File: src/hdl/wmu_pkg.sv
// Shared types, codes and constants for the window margin update block.
package wmu_pkg;

    localparam int FRAC_BITS_DEF = 24;

    // Stream payload widths (fields packed from bit 0, padded to whole bytes)
    localparam int S_DATA_W = 160;
    localparam int M_DATA_W = 104;

    // Divider denominator holds norm squared
    localparam int DEN_W = 62;
    localparam int Q_W   = 32;

    localparam logic [Q_W-1:0] POS_MAX = 32'h7FFF_FFFF;
    localparam logic [Q_W-1:0] NEG_MIN = 32'h8000_0000;

    localparam logic OP_ACC   = 1'b0;
    localparam logic OP_SCALE = 1'b1;

    localparam logic KIND_DECISION = 1'b0;
    localparam logic KIND_SCALED   = 1'b1;

    typedef enum logic [2:0] {
        ST_IDLE,
        ST_MUL,
        ST_ACC,
        ST_DECIDE,
        ST_SCORE_START,
        ST_SCORE_RUN,
        ST_STEP_RUN,
        ST_EMIT
    } wmu_state_t;

    typedef struct packed {
        logic load_in;
        logic mul_en;
        logic acc_en;
        logic decide_en;
        logic div_start;
        logic div_sel_step;
        logic score_ld;
        logic step_ld;
        logic out_ld;
    } wmu_cmd_t;

    typedef struct packed {
        logic op;
        logic last;
        logic dec_upd;
        logic div_busy;
        logic div_done;
        logic out_free;
    } wmu_status_t;

endpackage

File: src/hdl/wmu_ctrl.sv
// Controller state machine sequencing input, multiply, accumulate, divide and emit.
module wmu_ctrl (
    input  logic                  clk,
    input  logic                  rst_n,
    input  logic                  s_tvalid,
    input  wmu_pkg::wmu_status_t  status,
    output logic                  s_tready,
    output wmu_pkg::wmu_cmd_t     cmd
);
    import wmu_pkg::*;

    wmu_state_t state_reg;
    wmu_state_t state_next;

    always_ff @(posedge clk or negedge rst_n)
    begin
        if (!rst_n)
        begin
            state_reg <= ST_IDLE;
        end
        else
        begin
            state_reg <= state_next;
        end
    end

    always_comb
    begin
        state_next = state_reg;
        s_tready   = 1'b0;
        cmd        = '0;
        unique case (state_reg)
            ST_IDLE:
            begin
                s_tready = 1'b1;
                if (s_tvalid)
                begin
                    cmd.load_in = 1'b1;
                    state_next  = ST_MUL;
                end
            end
            ST_MUL:
            begin
                cmd.mul_en = 1'b1;
                state_next = ST_ACC;
            end
            ST_ACC:
            begin
                cmd.acc_en = 1'b1;
                if (status.op == OP_SCALE)
                begin
                    state_next = ST_EMIT;
                end
                else if (status.last)
                begin
                    state_next = ST_DECIDE;
                end
                else
                begin
                    // Take the next element while this one is summed
                    s_tready = 1'b1;
                    if (s_tvalid)
                    begin
                        cmd.load_in = 1'b1;
                        state_next  = ST_MUL;
                    end
                    else
                    begin
                        state_next = ST_IDLE;
                    end
                end
            end
            ST_DECIDE:
            begin
                cmd.decide_en = 1'b1;
                state_next    = status.dec_upd ? ST_SCORE_START : ST_EMIT;
            end
            ST_SCORE_START:
            begin
                cmd.div_start = 1'b1;
                state_next    = ST_SCORE_RUN;
            end
            ST_SCORE_RUN:
            begin
                if (status.div_done)
                begin
                    cmd.score_ld     = 1'b1;
                    cmd.div_start    = 1'b1;
                    cmd.div_sel_step = 1'b1;
                    state_next       = ST_STEP_RUN;
                end
            end
            ST_STEP_RUN:
            begin
                if (status.div_done)
                begin
                    cmd.step_ld = 1'b1;
                    state_next  = ST_EMIT;
                end
            end
            ST_EMIT:
            begin
                if (status.out_free)
                begin
                    cmd.out_ld = 1'b1;
                    state_next = ST_IDLE;
                end
            end
            default:
            begin
                state_next = ST_IDLE;
            end
        endcase
    end

`ifndef SYNTHESIS
    a_load_when_free: assert property (@(posedge clk) disable iff (!rst_n)
        cmd.out_ld |-> status.out_free)
        else $error("output register overwritten");

    a_start_when_idle: assert property (@(posedge clk) disable iff (!rst_n)
        cmd.div_start |-> !status.div_busy)
        else $error("divider started while busy");

    a_step_then_emit: assert property (@(posedge clk) disable iff (!rst_n)
        cmd.step_ld |=> state_reg == ST_EMIT)
        else $error("step load not followed by emit");
`endif

endmodule

File: config.mk
export PLATFORM = sky130hd
export DESIGN_NAME = wmu_ctrl
export DESIGN_NICKNAME = d
export VERILOG_FILES = /design/src/hdl/wmu_pkg.sv /design/src/hdl/wmu_ctrl.sv
export SDC_FILE = /design/constraint.sdc
export NUM_CORES = 1
export LEC_CHECK = 0
export BUFFER_PORTS_ARGS = -buffer_cell sky130_fd_sc_hd__buf_2
export CAP_MARGIN = 30
export CORE_AREA = 4 4 41 43
export CTS_CLUSTER_DIAMETER = 30
export CTS_CLUSTER_SIZE = 30
export DETAILED_ROUTE_END_ITERATION = 7
export DIE_AREA = 0 0 45 47
export GPL_ROUTABILITY_DRIVEN = 1
export GPL_TIMING_DRIVEN = 0
export PLACE_DENSITY_LB_ADDON = 0.2
export SLEW_MARGIN = 15
export SYNTH_ARGS = -nofsm -noshare
export SYNTH_HDL_FRONTEND = slang
export SYNTH_SLANG_ARGS = --single-unit
export TNS_END_PERCENT = 100
File: constraint.sdc
create_clock -name clk -period 2.25 [get_ports clk]
set_clock_uncertainty 0.1 [all_clocks]
set_input_delay 0.45 -clock clk [delete_from_list [all_inputs] [get_ports clk]]
set_output_delay 0.45 -clock clk [all_outputs]
set_load 0.02 [all_outputs]
# == Word-level counts from Yosys, hierarchy flattened ==
# Cells that the tools add are included.
# word_totals
ff_bits,3
input_bits,9
output_inout_bits,10
wordCells,40
# classes
n_eq_ne,11
n_mux,26
n_reduce_logical,2
# op_table
cell,n
$pmux W3 S8,1
$mux W3,7
$mux W1,13
$eq A3 B3 Y1 const B,4
$ne A2 B2 Y1 const B,4
$eq A3 B2 Y1 const B,2
$pmux W1 S2,3
$mux W2,2
$reduce_and A4 Y1,1
$eq A3 B1 Y1 const B,1
$logic_not A3 Y1,1

# == Depth between registers and ports, before layout ==
# Gate-level depths: netlist of run 1.
# logic_depth
word_depth,4
mapped_depth,5
mapped_depth_nobuf,4

# == Worst setup path before layout of run 1 ==
# Ideal clock, no wire load.
# synth_timing
path_type,register to output
startpoint,reg state_reg[1]
endpoint,out cmd[3] in the netlist's numbering
arrival_ns,1.304
required_ns,1.700
path_slack_ns,0.396
stages_incl_launch_ff,4
n_path_buf,2
path_cell_list,dfrtp_1 buf_6 nor3_1 buf_4
# synth_rtl
item,line,source
from (decl),wmu_ctrl.sv:12,wmu_state_t state_reg;
from (signal assigned),wmu_ctrl.sv:23,state_reg <= state_next;
to (decl),wmu_ctrl.sv:8,output wmu_pkg::wmu_cmd_t cmd

==> out/qor.yml, run 1 <==
drt:
  ant_nets: 0
  avgRoutedWirePerCell_um: 11.3
  vias: 353
  dr.pass1.iters: 4
  drt-initial-drc-count: 14
  totalWireLength_um: 845
  remaining_drc_errors: 0
  detail_route.vias_per_cell: 4.71
synth:
  yosysUniqueCellTypes: 25
  ys_seq_elements: 3
  syn_nets: 47
  syn_inst: 38
  synth-edff-count: 0
  ys_warn_count: 0
  postSynthAreaPerCell_um2: 8.23
  async_reset_ff_frac: 1.00
  ys.flop_type: "dfrtp_1"
  syn_area_um2: 313
  seq_area_frac_synth: 0.240
power_and_ir_drop:
  swShare: 0.483
  p_sw_uw: 297
  pwr-share-seq: 0.154
  power.total_uw: 615
  cellPowerDensity_mw_per_mm2: 1360
  power_frac_clock: 0.157
  ir_worst_vdd_mv: 0.508
  pwr-share-comb: 0.688
  internal_power_uw: 318
  leakagePower_nw: 0.229
cells_and_area:
  register_area_um2: 75.1
  synthToLayoutAreaGrowth_pct: 44.8
  fillers: 150
  largest_reg_flops: 3
  fin_area_um2: 453
  antenna_cells: 0
  drive_above_1_share: 0.550
  fin_nets: 70
  multi_input_area_um2: 189
floorplanning:
  die_h_um: 47
  core_area_mm2: 0.00130
  ioPinCount: 19
  initial_core_util: 0.240
  rows: 13
  die-area_mm2: 0.00212
  die_w_um: 45
placed_design:
  pre_cts_ws_ns: 0.579
  portBuffers: 17
  place_hpwl_um: 619
  place_congestion: 0.759
  dpl_cell_area_um2: 417
clock_tree:
  cts_setup_buffers: 0
  cts_made_buffers: 3
  clk_pin_slew_worst_paths_ns: 0.04
  clk_latency_ns: 0.24
  cts-root-buf: "clkbuf_4"
  clock_path_buffers: 2
  htree_levels: 1
  cts_tree: "yes"
  clock_sinks: 3
sta:
  tns_ns: 0
  worst_pin_slew_ns: 0.209
  setup_viol: 0
  max_freq_mhz: 547
  rsz0062_at_grt: "false"
  finalHoldViolations: 0
  finalCritPeriodShare: 0.813
  slew_headroom: 0.859
  period_minus_slack_ns: 1.83
  slew_violations: 0
  fin_ws_ns: 0.422
worst_setup_path:
  cpMaxStageDelayCell: "dfrtp_1"
  start_kind: "flip-flop"
  crit_type: "flip-flop to output pin"
  worstPathMaxFanout: 10
  arrival_ns: 1.28
  path_cells: "buf_4 -> nor2_1 -> o21a_1 -> and2_1 -> buf_2"
  end_kind: "output pin"
  crit_required_ns: 1.70
  max_stage_delay_ns: 0.39
run_status:
  outcome: "finished clean"
global_route:
  grt.total_usage: 0.0972
  grt_overflow: 0
  antenna_found_initial: 0
  grt_pass1_vias: 338
  grt_pass1_wl_mm: 1.46
  grt_max_degree: 11
worst_hold_path:
  hold_class: "primary input to asynchronous set/reset pin"
flow_run:
  max_cap_viol_count: 0
Yosys cell counts, types with 2 or more instances:
cell type,count,area [um2]
nor3_2,2,20.0
a21oi_1,2,10.0
and3_1,2,12.5
nor3_1,3,15.0
buf_4,2,15.0
nor2_1,3,11.3
inv_2,2,7.51
nand2_2,2,12.5
dfrtp_1,3,75.1
buf_6,2,22.5
metal layers:
metal | up-vias | GRT usage | part of all wire | routed length [um]
li1 | 177 | - | - | -
met1 | 157 | 0.125 | 0.42 | 355
met4 | 0 | 0.0702 | 0.028 | 24
met5 | - | 0 | 0 | 0
met2 | 15 | 0.141 | 0.45 | 379
met3 | 4 | 0.0230 | 0.10 | 85
timing repair:
action                                 in CTS  in global routing
resized for setup                           0                  0
hold buffers                                1                  0
endpoints found under the hold margin       3                  0
kinds of logic (layout without fill, tap and decap cells):
kind of cell    count (synthesis)  after routing  share of synthesized area
flops                           3              3                      0.240
simple gates                   18             18                      0.372
compound gates                 10             10                      0.232
buf+inv                         7             29                      0.156
power groups by stage:
stage          clock [mW]  sequential, mW  combinational, mW
2_1_floorplan           0          0.0940              0.325
3_3_place_gp            0          0.0962              0.426
3_5_place_dp            0          0.0956              0.420
4_1_cts            0.0969          0.0950              0.429
5_1_grt             0.104          0.0990              0.474
6_report           0.0967          0.0949              0.423
placed cells by master (no fill, tap or decap), types with 2 or more instances in the layout:
master,count
a21oi_1,2
and3_1,2
buf_2,17
buf_4,2
buf_6,2
clkbuf_4,3
dfrtp_1,3
inv_2,2
nand2_2,2
nor2_1,3
nor3_1,3
nor3_2,2
layout make-up:
type | instances | share of cell area
Buffer | 4 | 0.0829
Multi-Input combinational cell | 28 | 0.417
Tap cell | 15 | 0.0414
Clock buffer | 4 | 0.0580
Sequential cell | 3 | 0.166
Timing Repair Buffer | 18 | 0.210
Inverter | 3 | 0.0249
critical path: cells and delay by family, from the launching register on:
family	cells	cell delay [ns]
AO/OA/AOI/OAI	1	0.14
buffers and inverters	2	0.32
flip-flops	1	0.39
AND/OR/NAND/NOR	2	0.20
worst paths after layout:
kind / from / endpoint / slack (ns) / depth (start not counted)
worst max-delay path: state_reg[0]$_DFFE_PN0P_ / cmd[8] / 0.42 / 5
max in group asynchronous: rst_n / state_reg[0]$_DFFE_PN0P_ / 1.50 / 2
min in group clk: status[4] / state_reg[1]$_DFFE_PN0P_ / 0.44 / 3
worst min register to register: state_reg[0]$_DFFE_PN0P_ / state_reg[1]$_DFFE_PN0P_ / 0.60 / 2
worst max register to register: state_reg[0]$_DFFE_PN0P_ / state_reg[0]$_DFFE_PN0P_ / 0.95 / 4
worst min-delay path: rst_n / state_reg[1]$_DFFE_PN0P_ / 0.44 / 2
metrics by stage:
step | cells | hold slack (ns) | utilization
after global placement | 70 | 0.148 | 0.320
after detailed placement | 70 | 0.149 | 0.320
after global routing | 75 | 0.462 | 0.348
after CTS | 75 | 0.444 | 0.348
after floorplan | 38 | 0.0544 | -
final | 75 | 0.441 | 0.348
Note: power is estimated with default switching activity, not from simulation.
==> inputs of run 2 (changes only) <==
- ABC_AREA: not set -> 1
- clock period: 2.25 -> 1.6 ns (I/O delays scaled with it)
==> run 2 against run 1 <==
  * Worst hold slack got worse by 0.11 ns
  * Total power increased by 140%
  * First-iteration DRC count down 71%
  * Non-clock buffer count increased by 9
  * Synthesized area grew 26%
  * Combinational power grew to 2.9 times the previous value
  * Clock power rose by 35%
  * Setup slack worse by 0.42 ns
  * Synthesized cell count increased by 76%
  * Largest cell class unchanged
  * Largest power group unchanged
==> out/qor.yml, run 2 <==
run_status:
  outcome: "finished clean"
clock_tree:
  clk_pin_slew_worst_paths_ns: 0.04  # about the same
  cts_tree: "yes"
  clk_latency_ns: 0.23  # about the same
  clock_path_buffers: 2  # unchanged
  cts_made_buffers: 3  # unchanged
  cts-root-buf: "clkbuf_4"
  clock_sinks: 3  # unchanged
  htree_levels: 1  # unchanged
cells_and_area:
  largest_reg_flops: 3  # unchanged
  stdcell_count: 113  # +51%
  fin_nets: 108  # +54%
  final_util: 0.540  # +0.192
  antenna_cells: 0  # unchanged
  fillers: 144  # -4.0%
  mostFrequentLayoutCells: "nand2_1 (18), buf_4 (11), buf_2 (10)"
  layout.cells.most_common: "nand2_1"
  synthToLayoutAreaGrowth_pct: 77.8
  drive_above_1_share: 0.520  # -0.0296
floorplanning:
  core_area_mm2: 0.00130  # unchanged
  die_w_um: 45  # unchanged
  die_h_um: 47  # unchanged
  initial_core_util: 0.304  # +0.0635
  die-area_mm2: 0.00212  # unchanged
  rows: 13  # unchanged
  ioPinCount: 19  # unchanged
sta:
  tns_ns: 0  # unchanged
  slew_headroom: 0.815  # -0.0444
  max_freq_mhz: 625
  worst_pin_slew_ns: 0.277  # +0.0682 ns
  rsz0062_at_grt: "true"
  timing.hold.ws_ns: 0.327  # -0.113 ns
  fin_ws_ns: 0.000758  # -0.421 ns
  setup_viol: 0  # unchanged
  finalHoldViolations: 0  # unchanged
  finalCritPeriodShare: 1.00
  period_minus_slack_ns: 1.60
  slew_violations: 0  # unchanged
global_route:
  grt_pass1_wl_mm: 1.77  # +21%
  antenna_found_initial: 0  # unchanged
  grt_pass1_vias: 455  # +35%
  grt.total_usage: 0.112  # +0.0150
  grt_overflow: 0  # unchanged
  grt_max_degree: 11  # unchanged
synth:
  syn_inst: 67  # +76%
  syn_nets: 76  # +62%
  async_reset_ff_frac: 1.00  # unchanged
  synth_area_leaders: "dfrtp_1 (19%), nand2_1 (18%), nand3_1 (8.9%)"
  seq_area_frac_synth: 0.190  # -0.0501
  ys_warn_count: 0  # unchanged
  synth_most_common_cell: "nand2_1"
  postSynthAreaPerCell_um2: 5.90  # -28%
  synth_common_cells: "nand2_1 (19), nor2_1 (9), inv_1 (8), nand3_1 (7)"
  ys.flop_type: "dfrtp_1"
  synth.largest_area_cell: "dfrtp_1"
  synth_top_area_share: 0.190  # -0.0501
  ys_seq_elements: 3  # unchanged
  synth-edff-count: 0  # unchanged
  syn_area_um2: 395  # +26%
  yosysUniqueCellTypes: 16  # -36%
power_and_ir_drop:
  ir_worst_vdd_mv: 0.811  # +60%
  leakagePower_nw: 0.387  # +69%
  pwr-share-comb: 0.810  # +0.122
  swShare: 0.485  # +0.00204
  power_frac_clock: 0.088  # -0.069
  pwr-share-seq: 0.103  # -0.051
  internal_power_uw: 770  # +140%
  cellPowerDensity_mw_per_mm2: 2130  # +57%
  p_sw_uw: 725  # +140%
placed_design:
  place_hpwl_um: 761  # +23%
  pre_cts_ws_ns: 0.148  # -0.431 ns
  dp.cells: 99  # +41%
  portBuffers: 17  # unchanged
  place_congestion: 0.735  # -3.1%
worst_setup_path:
  cpMaxStageDelayCell: "dfrtp_1"
  crit_required_ns: 1.18  # -0.52 ns
  path_cells: "buf_6 -> inv_8 -> nand3_4 -> nor2_4 -> buf_6 -> buf_6"
  start_kind: "flip-flop"
  crit_type: "flip-flop to output pin"
  arrival_ns: 1.18  # -0.10 ns
  path_buf_inv: 4  # +2
  end_kind: "output pin"
  crit_start: "state_reg[1]$_DFFE_PN0P_"
  crit_top_cell: "buf_6"
  max_stage_delay_ns: 0.36  # -0.03 ns
  crit_family: "buffers and inverters"
  timing.rr.start: "state_reg[2]$_DFFE_PN0P_"
  worstPathMaxFanout: 8  # -2
drt:
  remaining_drc_errors: 0  # unchanged
  drt-initial-drc-count: 4  # -10
  vias: 518  # +47%
  avgRoutedWirePerCell_um: 10.4  # -7.9%
  dr.pass1.iters: 4  # unchanged
  totalWireLength_mm: 1.17  # +39%
  ant_nets: 0  # unchanged
  detail_route.vias_per_cell: 4.58  # -2.6%
worst_hold_path:
  hold_class: "primary input to asynchronous set/reset pin"
flow_run:
  max_cap_viol_count: 0  # unchanged
## run 2: changes by cell type in the layout (fill, tap and decap cells not counted), moves of 4 or more
cell,delta
nand3_1,+6
buf_2,-7
buf_4,+9
buf_6,+6
nand2_1,+18
nor2_1,+4
inv_1,+5
## run 2: layer usage
metal,up-vias,share of wire,track usage,routed length [um]
li1,271,-,-,-
met3,2,0.043,0.0230,50
met2,13,0.54,0.198,632
met4,0,0.014,0.0351,16
met5,-,0,0,0
met1,232,0.40,0.137,473
## run 2: final cells by class
cell class	count	area [um2]	area share
flip-flops and latches	3	75.1	0.107
clock buffers	4	26.3	0.0374
well taps	15	18.8	0.0267
plain buffers	4	45.0	0.0641
repair buffers	27	208	0.295
inverters	9	41.3	0.0587
multi-input cells	51	289	0.411
## run 2: through the flow
stage                     area [um2]  power, mW
after floorplan                  399      0.796
after global placement           503      0.984
after detailed placement         503      0.978
after CTS                        603       1.27
after global routing             703       1.62
final                            703       1.50
## run 2: path summary, 6_finish.rpt
kind | to | cells after the start | slack [ns]
max in group asynchronous | state_reg[1]$_DFFE_PN0P_ | 2 | 0.97
min in group clk | state_reg[0]$_DFFE_PN0P_ | 6 | 0.35
setup / recovery | cmd[3] | 6 | 0.0008
hold reg to reg | state_reg[0]$_DFFE_PN0P_ | 3 | 0.57
setup reg to reg | state_reg[0]$_DFFE_PN0P_ | 9 | 0.14
hold / removal | state_reg[2]$_DFFE_PN0P_ | 2 | 0.33
## run 2: repair_timing
item / CTS / global route
setup endpoints to repair: 4 / 7
gates resized for setup: 9 / 17
pin swaps: 1 / 3
buffers inserted: 5 / 4
hold buffers: 1 / 0
cloned: 0 / 0
endpoints found under the hold margin: 3 / 0
## run 2: cells by family (layout without fill, tap and decap cells)
logic type	after synthesis	after routing	share of synthesized area
AOI/OAI and AO/OA	3	3	0.0443
buffers and inverters	13	44	0.196
DFF	3	3	0.190
and+or+nand+nor	48	48	0.570
## run 2: power by group through the flow
| stage | Sequential [mW] | Clock, mW | Combinational (mW) |
|---|---|---|---|
| detailed placement | 0.150 | 0 | 0.828 |
| global route | 0.160 | 0.141 | 1.32 |
| floorplan | 0.144 | 0 | 0.651 |
| finish | 0.153 | 0.131 | 1.21 |
| global placement | 0.149 | 0 | 0.836 |
| CTS | 0.151 | 0.135 | 0.981 |
## run 2: worst register-to-register path, delay by kind of cell (launching register included)
family,cells,cell delay [ns]
DFF,1,0.42
and+or+nand+nor,6,0.40
buffers and inverters,3,0.42
